`config.mk`:
```
export PLATFORM = sky130hd
export DESIGN_NAME = checksummed_position_frame_parser
export DESIGN_NICKNAME = d
export VERILOG_FILES = /design/src/rtl/core/cpfp_pkg.sv /design/src/rtl/core/cpfp_parser.sv /design/src/rtl/core/cpfp_out_reg.sv /design/src/rtl/core/checksummed_position_frame_parser.sv
export SDC_FILE = /design/constraint.sdc
export NUM_CORES = 1
export LEC_CHECK = 0
export BUFFER_PORTS_ARGS = -buffer_cell sky130_fd_sc_hd__buf_4
export CAP_MARGIN = 20
export CORE_ASPECT_RATIO = 0.7
export CORE_MARGIN = 2
export CORE_UTILIZATION = 60
export DETAILED_ROUTE_END_ITERATION = 10
export GPL_ROUTABILITY_DRIVEN = 0
export HOLD_SLACK_MARGIN = 0.12
export PLACE_DENSITY = 0.87
export SYNTH_ARGS = -nofsm -noshare
export SYNTH_HDL_FRONTEND = slang
export SYNTH_SLANG_ARGS = --single-unit
```
`constraint.sdc`:
```
create_clock -name clock -period 10.8 [get_ports clock]
set_input_delay 1.62 -clock clock [delete_from_list [all_inputs] [get_ports clock]]
set_output_delay 1.62 -clock clock [all_outputs]
set_load 0.03 [all_outputs]
```
`src/rtl/core/cpfp_pkg.sv`:
```
`timescale 1ns / 1ps
// ----------------------------------------------------------------------------
// Checksummed position frame parser package
// Shared types and protocol constants for the frame parser modules.
// ----------------------------------------------------------------------------
package cpfp_pkg;

   localparam logic [7:0]  HEADER_BYTE       = 8'hA5;
   localparam logic [7:0]  TAIL_BYTE         = 8'h5A;
   localparam logic [15:0] ABSENT_POS        = 16'hFFFF;
   localparam logic [7:0]  FIELD_COUNT       = 8'd6;
   localparam logic [7:0]  PAYLOAD_LEN_RESET = 8'd6;

   // Parser phase, one-hot.
   typedef enum logic [3:0] {
      PH_HUNT    = 4'b0001,
      PH_PAYLOAD = 4'b0010,
      PH_CHECK   = 4'b0100,
      PH_TAIL    = 4'b1000
   } cpfp_phase_type;

   // One decoded frame plus the flag that says this word completes a good frame.
   typedef struct packed {
      logic               emit;
      logic [15:0]        pos_x;
      logic [15:0]        pos_y;
      logic [15:0]        span_value;
      logic signed [15:0] delta_x_out;
      logic signed [15:0] delta_y_out;
      logic               x_updated;
      logic               y_updated;
   } cpfp_result_type;

endpackage

```
`src/rtl/core/cpfp_parser.sv`:
```
`timescale 1ns / 1ps
// ----------------------------------------------------------------------------
// Frame parser core
// Walks header, payload, checksum and tail one word per cycle while go is high
// and builds the decoded result when a frame closes with a good tail.
// ----------------------------------------------------------------------------
module cpfp_parser (
   input  logic                     clock,
   input  logic                     reset,
   input  logic                     go,
   input  logic [7:0]               rx_byte,
   input  logic [7:0]               payload_len,
   output cpfp_pkg::cpfp_result_type res
);

   cpfp_pkg::cpfp_phase_type phase_ff, phase_in;
   logic [7:0]  count_ff, count_in;
   logic [7:0]  sum_ff, sum_in;
   logic [15:0] held_x_ff, held_x_in;
   logic [15:0] held_y_ff, held_y_in;
   logic [7:0]  field_ff [6];
   logic        field_we;
   logic [7:0]  len_eff;
   logic [15:0] pos_x;
   logic [15:0] pos_y;
   logic        ux;
   logic        uy;

   // Lengths below six still fill all six field bytes.
   assign len_eff = (payload_len < cpfp_pkg::FIELD_COUNT) ? cpfp_pkg::FIELD_COUNT : payload_len;
   assign pos_x   = {field_ff[0], field_ff[1]};
   assign pos_y   = {field_ff[2], field_ff[3]};
   assign ux      = (pos_x != cpfp_pkg::ABSENT_POS);
   assign uy      = (pos_y != cpfp_pkg::ABSENT_POS);

   always_comb begin
      phase_in  = phase_ff;
      count_in  = count_ff;
      sum_in    = sum_ff;
      held_x_in = held_x_ff;
      held_y_in = held_y_ff;
      field_we  = 1'b0;
      res.emit  = 1'b0;
      case (phase_ff)
         cpfp_pkg::PH_HUNT: begin
            if (rx_byte == cpfp_pkg::HEADER_BYTE) begin
               phase_in = cpfp_pkg::PH_PAYLOAD;
               count_in = 8'd0;
               sum_in   = 8'd0;
            end
         end
         cpfp_pkg::PH_PAYLOAD: begin
            field_we = (count_ff < cpfp_pkg::FIELD_COUNT);
            sum_in   = sum_ff + rx_byte;
            count_in = count_ff + 8'd1;
            if (count_in == len_eff) begin
               phase_in = cpfp_pkg::PH_CHECK;
            end
         end
         cpfp_pkg::PH_CHECK: begin
            count_in = 8'd0;
            if (rx_byte == sum_ff) begin
               phase_in = cpfp_pkg::PH_TAIL;
            end else begin
               phase_in = cpfp_pkg::PH_HUNT;
               sum_in   = 8'd0;
            end
         end
         cpfp_pkg::PH_TAIL: begin
            phase_in = cpfp_pkg::PH_HUNT;
            count_in = 8'd0;
            sum_in   = 8'd0;
            if (rx_byte == cpfp_pkg::TAIL_BYTE) begin
               res.emit = 1'b1;
               if (ux) begin
                  held_x_in = pos_x;
               end
               if (uy) begin
                  held_y_in = pos_y;
               end
            end
         end
         default: begin
            phase_in = cpfp_pkg::PH_HUNT;
            count_in = 8'd0;
            sum_in   = 8'd0;
         end
      endcase
      res.pos_x       = pos_x;
      res.pos_y       = pos_y;
      res.span_value  = {field_ff[4], field_ff[5]};
      res.delta_x_out = held_x_in;
      res.delta_y_out = held_y_in;
      res.x_updated   = ux;
      res.y_updated   = uy;
   end

   always_ff @(posedge clock) begin
      if (reset) begin
         phase_ff  <= cpfp_pkg::PH_HUNT;
         count_ff  <= 8'd0;
         sum_ff    <= 8'd0;
         held_x_ff <= 16'd0;
         held_y_ff <= 16'd0;
      end else if (go) begin
         phase_ff  <= phase_in;
         count_ff  <= count_in;
         sum_ff    <= sum_in;
         held_x_ff <= held_x_in;
         held_y_ff <= held_y_in;
      end
   end

   always_ff @(posedge clock) begin
      if (go && field_we) begin
         field_ff[count_ff[2:0]] <= rx_byte;
      end
   end

   // While hunting, the frame counters are always clean.
   a_hunt_clean: assert property (@(posedge clock) disable iff (reset)
      (phase_ff == cpfp_pkg::PH_HUNT) |-> (count_ff == 8'd0 && sum_ff == 8'd0))
      else $error("parser hunting with stale count or sum");

   // A result can only come from the tail word.
   a_emit_tail: assert property (@(posedge clock) disable iff (reset)
      res.emit |-> (phase_ff == cpfp_pkg::PH_TAIL))
      else $error("result raised outside the tail phase");

   // Whatever the tail word is, the parser goes back to hunting.
   a_tail_restart: assert property (@(posedge clock) disable iff (reset)
      (go && phase_ff == cpfp_pkg::PH_TAIL) |=> (phase_ff == cpfp_pkg::PH_HUNT))
      else $error("parser did not restart after the tail word");

endmodule

```
`src/rtl/core/cpfp_out_reg.sv`:
```
`timescale 1ns / 1ps
// ----------------------------------------------------------------------------
// Result register
// Holds one decoded frame until the receiver takes it.
// ----------------------------------------------------------------------------
module cpfp_out_reg (
   input  logic                      clock,
   input  logic                      reset,
   input  logic                      load,
   input  cpfp_pkg::cpfp_result_type load_data,
   input  logic                      rsp_ready,
   output logic                      rsp_valid,
   output logic                      free,
   output cpfp_pkg::cpfp_result_type rsp_data
);

   logic                      valid_ff, valid_in;
   cpfp_pkg::cpfp_result_type data_ff;

   assign free      = !valid_ff || rsp_ready;
   assign valid_in  = load ? 1'b1 : (valid_ff && !rsp_ready);
   assign rsp_valid = valid_ff;
   assign rsp_data  = data_ff;

   always_ff @(posedge clock) begin
      if (reset) begin
         valid_ff <= 1'b0;
      end else begin
         valid_ff <= valid_in;
      end
   end

   always_ff @(posedge clock) begin
      if (load) begin
         data_ff <= load_data;
      end
   end

endmodule

```
`src/rtl/core/checksummed_position_frame_parser.sv`:
```
`timescale 1ns / 1ps
// ----------------------------------------------------------------------------
// Checksummed position frame parser
// Parses header / payload / checksum / tail frames from a serial byte stream
// and reports the position, span value and held signed deltas of good frames.
// ----------------------------------------------------------------------------
// Usage:
//   The req channel carries one received serial byte per word (valid/ready).
//   The parser looks for header 0xA5, takes payload_len payload bytes, at
//   least six, while summing them modulo 256, then expects a checksum equal
//   to the sum and a tail of 0x5A. A good frame yields one word on the rsp
//   channel; bad frames are dropped without any output.
//   Path: a word is captured in the input register when it is accepted and
//   parsed from there, and the parse of a good tail loads the result register,
//   which drives the rsp channel.
//   Throughput: one word per cycle, set by the single pass from the input
//   register to the result register, unless that register is full at a good tail.
//   When the receiver stalls with a result pending, words that do not close
//   a good frame keep flowing; a good tail word waits in the input register
//   until the result register frees up, and req_ready drops in the meantime.
//   Reset clears the parser to the hunt phase, zeroes the held deltas,
//   empties both registers and sets payload_len to 6.
//   csr_write_en with csr_write_data writes payload_len; write only when idle.
// ----------------------------------------------------------------------------
module checksummed_position_frame_parser (
   input  logic               clock,
   input  logic               reset,
   input  logic               req_valid,
   output logic               req_ready,
   input  logic [7:0]         req_rx_byte,
   output logic               rsp_valid,
   input  logic               rsp_ready,
   output logic [15:0]        rsp_pos_x,
   output logic [15:0]        rsp_pos_y,
   output logic [15:0]        rsp_span_value,
   output logic signed [15:0] rsp_delta_x_out,
   output logic signed [15:0] rsp_delta_y_out,
   output logic               rsp_x_updated,
   output logic               rsp_y_updated,
   input  logic               csr_write_en,
   input  logic [7:0]         csr_write_data
);

   // Input register, holding the word waiting to be parsed.
   logic       in_vld_ff, in_vld_in;
   logic [7:0] in_byte_ff;
   logic       req_take;
   logic       proc_go;
   logic       out_free;
   logic [7:0] payload_len_ff;

   cpfp_pkg::cpfp_result_type parse_res;
   cpfp_pkg::cpfp_result_type out_res;

   // A word is parsed unless it is a good tail and the result register is full.
   assign proc_go   = in_vld_ff && (!parse_res.emit || out_free);
   assign req_ready = !in_vld_ff || proc_go;
   assign req_take  = req_valid && req_ready;
   assign in_vld_in = req_take ? 1'b1 : (in_vld_ff && !proc_go);

   always_ff @(posedge clock) begin
      if (reset) begin
         in_vld_ff      <= 1'b0;
         payload_len_ff <= cpfp_pkg::PAYLOAD_LEN_RESET;
      end else begin
         in_vld_ff <= in_vld_in;
         if (csr_write_en) begin
            payload_len_ff <= csr_write_data;
         end
      end
   end

   always_ff @(posedge clock) begin
      if (req_take) begin
         in_byte_ff <= req_rx_byte;
      end
   end

   cpfp_parser u_parser (
      .clock       (clock),
      .reset       (reset),
      .go          (proc_go),
      .rx_byte     (in_byte_ff),
      .payload_len (payload_len_ff),
      .res         (parse_res)
   );

   cpfp_out_reg u_out_reg (
      .clock     (clock),
      .reset     (reset),
      .load      (proc_go && parse_res.emit),
      .load_data (parse_res),
      .rsp_ready (rsp_ready),
      .rsp_valid (rsp_valid),
      .free      (out_free),
      .rsp_data  (out_res)
   );

   assign rsp_pos_x       = out_res.pos_x;
   assign rsp_pos_y       = out_res.pos_y;
   assign rsp_span_value  = out_res.span_value;
   assign rsp_delta_x_out = out_res.delta_x_out;
   assign rsp_delta_y_out = out_res.delta_y_out;
   assign rsp_x_updated   = out_res.x_updated;
   assign rsp_y_updated   = out_res.y_updated;

   // A finished frame always lands in the result register.
   a_result_loaded: assert property (@(posedge clock) disable iff (reset)
      (proc_go && parse_res.emit) |=> rsp_valid)
      else $error("finished frame did not reach the result register");

   // A pending result that is not taken is never overwritten.
   a_no_overwrite: assert property (@(posedge clock) disable iff (reset)
      (rsp_valid && !rsp_ready) |-> !(proc_go && parse_res.emit))
      else $error("pending result overwritten");

   // A held word that is not parsed stays held.
   a_hold_word: assert property (@(posedge clock) disable iff (reset)
      (in_vld_ff && !proc_go) |=> (in_vld_ff && $stable(in_byte_ff)))
      else $error("stalled input word lost");

endmodule

```
==> summary.md, run 1 <==
| Metric | Value |
|---|---|
| Longest Clk Path Bufs | `2` |
| Post-route ant nets | `0` |
| Leakage | `3.23 nW` |
| #FFs+latches synth | `200` |
| Final setup vio count | `0` |
| Number of global-route vias before repair | `4891` |
| RSZ-0062 raised after global routing | `no` |
| Fin cells | `823` |
| PD cells | `157 nW/um^2` |
| Cell count after synthesis | `545` |
| Crit-path slowest cell | `nor2b_1` |
| Area of the multi-input gates | `2330 sq um` |
| N_diodes | `0` |
| Layout Cell Area excl Fill | `9330 sq um` |
| Htree depth | `4` |
| Syn nets | `575` |
| CP Capture Type | `output pin` |
| Syn Area/Cell | `14.4 sq um` |
| FF/Latch Area | `5390 sq um` |
| # Max-Cap Violations | `0` |
| Chip Width | `141 um` |
| Worst path arrival time | `2.41 ns` |
| FF-to-FF End | `rsp_span_value[1]` |
| Final setup TNS | `0 ns` |
| Cell Area, Synth | `7860 sq um` |
| Critical Path Source | `rsp_ready` |
| Post-CTS Setup Bufs | `0` |
| Global-route wire length before repair | `26900 um` |
| Final Max Tran Viols | `0` |
| Initial Utilization | `0.624` |
| Final hold vios | `0` |
| Clk sinks | `200` |
| Antenna violations before repair | `0` |
| Drt total wl | `16900 um` |
| Clock Skews | `0.0111 ns` |
| Max incr delay on CP | `0.33 ns` |
| CTS root buffer | `clkbuf_16` |
| Max-slew headroom | `0.270` |
| Congestion Overflow GR | `0` |
| Yosys cell types | `54` |
| Port buffer count | `104` |
| Total CTS buffers | `17` |
| Worst hold-check path type | `reg -> reg` |
| Layout cells sized above 1 | `0.284` |
| Filler cells | `736` |
| RR Startpoint | `in_byte_ff[6]` |
| Worst IR Drop VDD | `0.123 mV` |
| Critical Path RT | `9.18 ns` |
| Drc violations | `0` |
| Row cnt | `34` |
| DRT Pass-1 Iters | `6` |
| Vias | `4991` |
| Hold_buf cts | `0` |
| Largest net degree at the start of global routing | `69` |
| Critical Path Start Type | `input port` |
| Placed inst area | `8740 sq um` |
| GR Util All Layers | `0.252` |
| Hpwl dp | `11000 um` |
| Synth warnings | `0` |
| Nets | `678` |
| Hold Startpoint | `u_parser.field_ff[4][4]` |
| Via-to-Cell Ratio | `6.06` |
| Num ports | `105` |
| Hold Path Depth | `0` |
| Wire length per cell | `20.6 um` |
| Crit path cell chain | `buf_4 -> nor2b_1 -> nand3_1 -> buf_4` |
| Max FO, Critical Path | `4` |
| Worst slew pin tran | `1.09 ns` |
| Fmax | `0.248 GHz` |
| CTS tree | `built` |
| R2r worst-path depth | `5` |
| Die ar. | `14000 sq um` |
| FF-to-FF setup slack | `7.81 ns` |
| Clock Latency Late Sink | `0.44 ns` |
| Synth-to-layout area growth | `18.7%` |
| Die Span Y | `99.7 um` |
| Cell Count Post-Placement | `790` |
| Outcome | `completed` |
| Most Frequent Cell on Critical Path | `buf_4` |
| Hold Crit Endpoint | `rsp_span_value[12]` |
| Seq/Total Area, Yosys | `0.686` |
| Critical path class | `in -> out` |
| Fin crit period | `4.03 ns` |
| Total power | `1.46 mW` |
| Core area | `12600 sq um` |
| Tcrit/Tclk final | `0.373` |
| Post_cts resized | `0` |
| Iter 0 DRT Violations | `601` |
| Reg clk slew, reported paths | `0.07 ns` |
[critical path, delay by kind of cell]
kind | cells | cell delay (ns)
buf+inv | 2 | 0.30
simple gates | 2 | 0.49
[cells by family after synthesis]
kind of cell,share of synthesized area
flip-flops,0.686
AND/OR/NAND/NOR,0.114
multiplexers,0.0988
AO/OA/AOI/OAI,0.0508
buffers and inverters,0.0193
XOR/XNOR,0.0167
adder cells (fa/ha/maj),0.0153
[per-layer routing]
metal  share of wire  track usage  vias to the layer above
met5               0            0                        -
met4           0.019       0.0938                        0
met3           0.076       0.0616                       33
met2            0.47        0.391                      264
met1            0.43        0.351                     2438
li1                -            -                     2256
[worst max path at each step]
stage                                         to  slack [ns]  depth (start not counted)
after CTS                              req_ready        6.78                          4
after floorplan                rsp_span_value[0]        4.75                          4
final                                  req_ready        6.77                          4
after detailed placement  u_out_reg.rsp_data[71]        6.64                          5
after global placement    u_out_reg.rsp_data[23]        6.81                          5
after global routing                   req_ready        6.76                          4
[synth_stat cells (all sizes together)]
cell type | count | area [sq um]
a22o | 1 | 8.76
xor2 | 9 | 78.8
ha | 8 | 100
nand3 | 18 | 95.1
edfxtp | 138 | 4140
or3b | 3 | 26.3
mux2 | 33 | 375
dfxtp | 62 | 1240
a2111oi | 1 | 27.5
buf | 8 | 65.1
or4 | 2 | 15.0
and3 | 1 | 6.26
mux2i | 40 | 400
nor2 | 61 | 234
a211o | 3 | 26.3
o41ai | 1 | 8.76
nor3 | 7 | 57.6
nand4b | 2 | 17.5
and4b | 1 | 10.0
a41o | 1 | 10.0
nor2b | 5 | 31.3
a31oi | 4 | 25.0
xnor2 | 6 | 52.6
inv | 8 | 30.0
nand3b | 2 | 15.0
nand2b | 5 | 31.3
nor4 | 6 | 56.3
clkbuf | 15 | 56.3
a2bb2oi | 1 | 8.76
and2 | 2 | 12.5
o211a | 1 | 10.0
o211ai | 2 | 15.0
nor4bb | 1 | 25.0
or2b | 1 | 7.51
and4bb | 1 | 12.5
o21ai | 12 | 60.1
a21o | 6 | 60.1
a21oi | 25 | 125
or3 | 4 | 25.0
fa | 1 | 20.0
nand4 | 10 | 62.6
o31ai | 1 | 7.51
nor4b | 9 | 91.3
o22ai | 1 | 6.26
nand2 | 16 | 60.1
[report_power, final]
| group | total, mW | internal [mW] | leakage (nW) | switching [mW] |
|---|---|---|---|---|
| registers | 0.830 | 0.818 | 1.67 | 0.0116 |
| logic | 0.0307 | 0.0145 | 1.29 | 0.0162 |
| clock network | 0.603 | 0.306 | 0.273 | 0.297 |
[cell usage in the layout, fill, tap and decap left out, drive strengths merged, types with 9 or more instances in the layout]
master and count:
nor4b 9, nand3 18, buf 107, a21oi 25
edfxtp 138, clkbuf 19, nor2 61, nand2 16
mux2i 40, inv 16, xor2 9, mux2 33
o21ai 12, nand4 10, dfxtp 62
[per-stage QoR]
| step | setup slack [ns] | hold WS, ns | utilization |
|---|---|---|---|
| 3_5_place_dp | 6.64 | 0.405 | 0.694 |
| 4_1_cts | 6.78 | 0.415 | 0.738 |
| 3_3_place_gp | 6.81 | 0.407 | 0.694 |
| 6_report | 6.77 | 0.414 | 0.741 |
| 5_1_grt | 6.76 | 0.421 | 0.741 |
| 2_1_floorplan | 4.75 | 0.400 | - |
[registers in the layout, indices dropped and copies added, names as in the netlist]
signal               cells
payload_len_ff           8
u_parser.count_ff        8
u_parser.held_x_ff      16
u_parser.phase_ff        4
u_parser.field_ff       48
rsp_span_value          16
in_byte_ff               8
u_out_reg.rsp_valid      1
u_out_reg.rsp_data      66
u_parser.sum_ff          8
u_parser.held_y_ff      16
in_vld_ff                1
[area by class of cell]
class / instances / area share
repair buffers: 107 / 0.0883
flip-flops and latches: 200 / 0.577
well taps: 162 / 0.0217
clock buffers: 19 / 0.0464
clock inverters: 13 / 0.0135
inverters: 8 / 0.00322
multi-input cells: 314 / 0.249
No activity file was read; power rests on OpenSTA's default activity.
==> inputs of run 2 (changes only) <==
--- a/config.mk
+++ b/config.mk
@@ -5,15 +5,16 @@
 export SDC_FILE = /design/constraint.sdc
 export NUM_CORES = 1
 export LEC_CHECK = 0
+export ABC_AREA = 1
 export BUFFER_PORTS_ARGS = -buffer_cell sky130_fd_sc_hd__buf_4
 export CAP_MARGIN = 20
 export CORE_ASPECT_RATIO = 0.7
 export CORE_MARGIN = 2
-export CORE_UTILIZATION = 60
+export CORE_UTILIZATION = 52
 export DETAILED_ROUTE_END_ITERATION = 10
 export GPL_ROUTABILITY_DRIVEN = 0
 export HOLD_SLACK_MARGIN = 0.12
-export PLACE_DENSITY = 0.87
+export PLACE_DENSITY = 0.8
 export SYNTH_ARGS = -nofsm -noshare
 export SYNTH_HDL_FRONTEND = slang
 export SYNTH_SLANG_ARGS = --single-unit
==> constraint.sdc (replaced) <==
create_clock -name clock -period 3.4 [get_ports clock]
set_input_delay 0.51 -clock clock [delete_from_list [all_inputs] [get_ports clock]]
set_output_delay 0.51 -clock clock [all_outputs]
set_load 0.03 [all_outputs]
==> run 2 against run 1 <==
  * Synthesized area up 1.5%
  * Register-to-register slack worse by 7.0 ns
  * Critical endpoint is now u_out_reg.rsp_data[11]
  * Clock power rose to 3.4 times the previous value
  * Non-clock buffer count up 11
  * Count of clock-buffer cells in the layout down 2
  * Worst hold slack worse by 0.16 ns
  * Combinational power rose to 6.8 times the previous value
  * Via count up 9.6%
  * Design area up 3.0%
  * Die area up 17%
==> summary.md, run 2 <==
| Metric | Value |
|---|---|
| Max FO, Critical Path | `32 (+28)` |
| Utilization after layout | `0.646 (-0.0945)` |
| Adder and majority cell fraction of the synthesized area | `0.0151 (-0.000228)` |
| Post-synthesis async set-or-reset flop share | `0 (unchanged)` |
| Cell accounting for the most synthesized area | `edfxtp_1` |
| Top layer in use | `met4` |
| Worst path arrival time | `2.77 ns (+0.36 ns)` |
| Clock Latency Late Sink | `0.43 ns (about the same)` |
| CTS tree | `built` |
| Chip Width | `152 um (+8.0%)` |
| Hold Path Depth | `1 (+1)` |
| Antenna violations before repair | `0 (unchanged)` |
| Max FFs per register | `66 (unchanged)` |
| Yosys cell types | `39 (-28%)` |
| Critical path class | `reg -> reg` |
| Die Span Y | `108 um (+7.9%)` |
| Met1 WL | `7510 um (+2.1%)` |
| Die ar. | `16400 sq um (+17%)` |
| Post_cts resized | `0 (unchanged)` |
| Htree depth | `4 (unchanged)` |
| Synth-to-layout area growth | `20.4%` |
| Largest net degree at the start of global routing | `84 (+22%)` |
| Reg clk slew, reported paths | `0.08 ns (about the same)` |
| Commonest non-fill, non-tap cell in the layout | `edfxtp_1` |
| Cell Area, Synth | `7970 sq um (+1.5%)` |
| Top post-synthesis cells by count | `138 x edfxtp_1, 116 x nand2_1, 105 x inv_1, 62 x dfxtp_1` |
| Final setup TNS | `0 ns (unchanged)` |
| Post-CTS Setup Bufs | `0 (unchanged)` |
| Drt total wl | `16600 um (-2.1%)` |
| Critical Path RT | `3.58 ns (-5.60 ns)` |
| CP Capture Type | `flop` |
| Hold Startpoint | `req_rx_byte[1]` |
| Clock Skews | `0.0125 ns (+0.00132 ns)` |
| Total CTS buffers | `17 (unchanged)` |
| Nets | `862 (+27%)` |
| Number of global-route vias before repair | `5084 (+3.9%)` |
| PD cells | `510 nW/um^2 (+220%)` |
| Cell count after synthesis | `716 (+31%)` |
| Syn nets | `746 (+30%)` |
| Setup Slack @ Placement | `0.835 ns (-5.81 ns)` |
| Leakage | `4.06 nW (+26%)` |
| #FFs+latches synth | `200 (unchanged)` |
| Most frequent cells in the layout | `138 x edfxtp_1, 117 x buf_4, 116 x nand2_1` |
| Final setup margin | `0.810 ns (-5.96 ns)` |
| Final hold vios | `0 (unchanged)` |
| FF-to-FF setup slack | `0.81 ns (-7.00 ns)` |
| Tcrit/Tclk final | `0.762` |
| Hold Crit Endpoint | `in_byte_ff[1]` |
| Core area | `14900 sq um (+18%)` |
| Critical Path Start Type | `flop` |
| Global-route wire length before repair | `26600 um (-0.92%)` |
| R2r worst-path depth | `7 (+2)` |
| N_diodes | `0 (unchanged)` |
| Fin cells | `1040 (+26%)` |
| CTS root buffer | `clkbuf_16` |
| Multiplexer area fraction after synthesis | `0 (-0.0988)` |
| Wire length per cell | `15.9 um (-23%)` |
| Port buffer count | `104 (unchanged)` |
| FF-to-FF End | `u_out_reg.rsp_data[11]` |
| Synth top area share | `0.520 (-0.00786)` |
| Clk sinks | `200 (unchanged)` |
| DRT Pass-1 Iters | `5 (-1)` |
| XOR/XNOR share of the synthesized area | `0.00659 (-0.0101)` |
| Met2 routed WL | `7340 um (-8.1%)` |
| Iter 0 DRT Violations | `371 (-38%)` |
| Final Max Tran Viols | `0 (unchanged)` |
| Hold WS | `0.249 ns (-0.164 ns)` |
| Post-synthesis compound-gate area fraction | `0.0899 (+0.0391)` |
| Longest Clk Path Bufs | `2 (unchanged)` |
| Synth warnings | `0 (unchanged)` |
| Final setup vio count | `0 (unchanged)` |
| Hpwl dp | `11100 um (+0.64%)` |
| Worst slew pin tran | `0.938 ns (-0.153 ns)` |
| Num ports | `105 (unchanged)` |
| Fin crit period | `2.59 ns` |
| Largest family of logic cells by synthesized area | `simple AND/OR/NAND/NOR gates` |
| Post-synth EDFFs | `138 (unchanged)` |
| RSZ-0062 raised after global routing | `no` |
| Hold_buf cts | `0 (unchanged)` |
| Met3 wire length | `1540 um (+20%)` |
| Congestion Overflow GR | `0 (unchanged)` |
| Filler cells | `1078 (+46%)` |
| Worst IR Drop VDD | `0.367 mV (+200%)` |
| Vias | `5468 (+9.6%)` |
| Count leader, synth | `edfxtp_1` |
| Ranking of synthesized cells by area | `edfxtp_1 52%, dfxtp_1 16%, nand2_1 5.5%` |
| Post-Synth Simple-Gate Area | `0.144 (+0.0305)` |
| Cell Count Post-Placement | `1008 (+28%)` |
| Post-route ant nets | `0 (unchanged)` |
| Worst hold-check path type | `in -> reg` |
| Via-to-Cell Ratio | `5.26 (-13%)` |
| Initial Utilization | `0.537 (-0.0872)` |
| Max-slew headroom | `0.373 (+0.103)` |
| Layout cells sized above 1 | `0.237 (-0.0477)` |
| RR Startpoint | `in_byte_ff[3]` |
| Drc violations | `0 (unchanged)` |
| Post-synth top flop | `edfxtp_1` |
| Area of the multi-input gates | `2040 sq um (-12%)` |
| Row cnt | `37 (+8.8%)` |
| Fmax | `0.386 GHz` |
| Outcome | `completed` |
| FF/Latch Area | `5390 sq um (unchanged)` |
| # Max-Cap Violations | `0 (unchanged)` |
| Seq/Total Area, Yosys | `0.675 (-0.0102)` |
| GR Util All Layers | `0.211 (-0.0413)` |
| Syn Area/Cell | `11.1 sq um (-23%)` |
run 2: changes by cell type in the layout (fill, tap and decap cells not counted), moves of 7 or more:
cell / previous run / this run
mux2i_1: 40 / 0
o21ai_1: 0 / 15
o21ai_0: 12 / 59
nand2_2: 0 / 17
nor2_1: 58 / 21
nor4b_1: 7 / 0
a21oi_1: 25 / 59
nand3_1: 17 / 24
nand2_1: 16 / 116
mux2_2: 32 / 0
inv_1: 8 / 104
nand3_2: 1 / 8
buf_4: 106 / 117
run 2: power breakdown:
part,switching [mW],internal (mW)
sequential,0.0301,2.63
clock,0.973,1.05
combinational,0.133,0.0762
run 2: area by class of cell:
class	instances	share of cell area
clock buffers	17	0.0443
flip-flops and latches	200	0.561
multi-input cells	382	0.212
well taps	195	0.0254
inverters	113	0.0448
repair buffers	118	0.0936
clock inverters	15	0.0188
run 2: cell families after synthesis:
group	after synthesis
AND/OR/NAND/NOR	228
adder cells (fa/ha/maj)	9
flip-flops	200
AO/OA/AOI/OAI	139
XOR/XNOR	6
buffers and inverters	134
run 2: per-layer routing:
layer / vias to the layer above / global-route usage
li1: 2660 / -
met1: 2575 / 0.303
met2: 217 / 0.311
met3: 16 / 0.0656
met4: 0 / 0.0607
met5: - / 0
run 2: critical path: stages (launching register included):
cell and delay, ns:
edfxtp_1 0.52, inv_1 0.10, nor2_1 0.10, nand3_1 0.13, nor3_2 0.26, nand2_1 0.59
o21ai_0 0.54, inv_1 0.09
run 2: stage by stage:
stage	area [sq um]	power, mW
after floorplan	7970	2.85
after global placement	9000	2.91
after detailed placement	9000	2.92
after CTS	9600	4.91
after global routing	9600	5.07
final	9600	4.90
run 2: worst max path at each step:
| stage | start | to | depth (start not counted) |
|---|---|---|---|
| global route | in_byte_ff[3] | u_out_reg.rsp_data[14] | 7 |
| detailed placement | in_byte_ff[3] | u_out_reg.rsp_data[11] | 7 |
| CTS | in_byte_ff[3] | u_out_reg.rsp_data[11] | 7 |
| floorplan | in_byte_ff[3] | rsp_span_value[0] | 10 |
| finish | in_byte_ff[3] | u_out_reg.rsp_data[11] | 7 |
| global placement | in_byte_ff[3] | u_out_reg.rsp_data[2] | 7 |
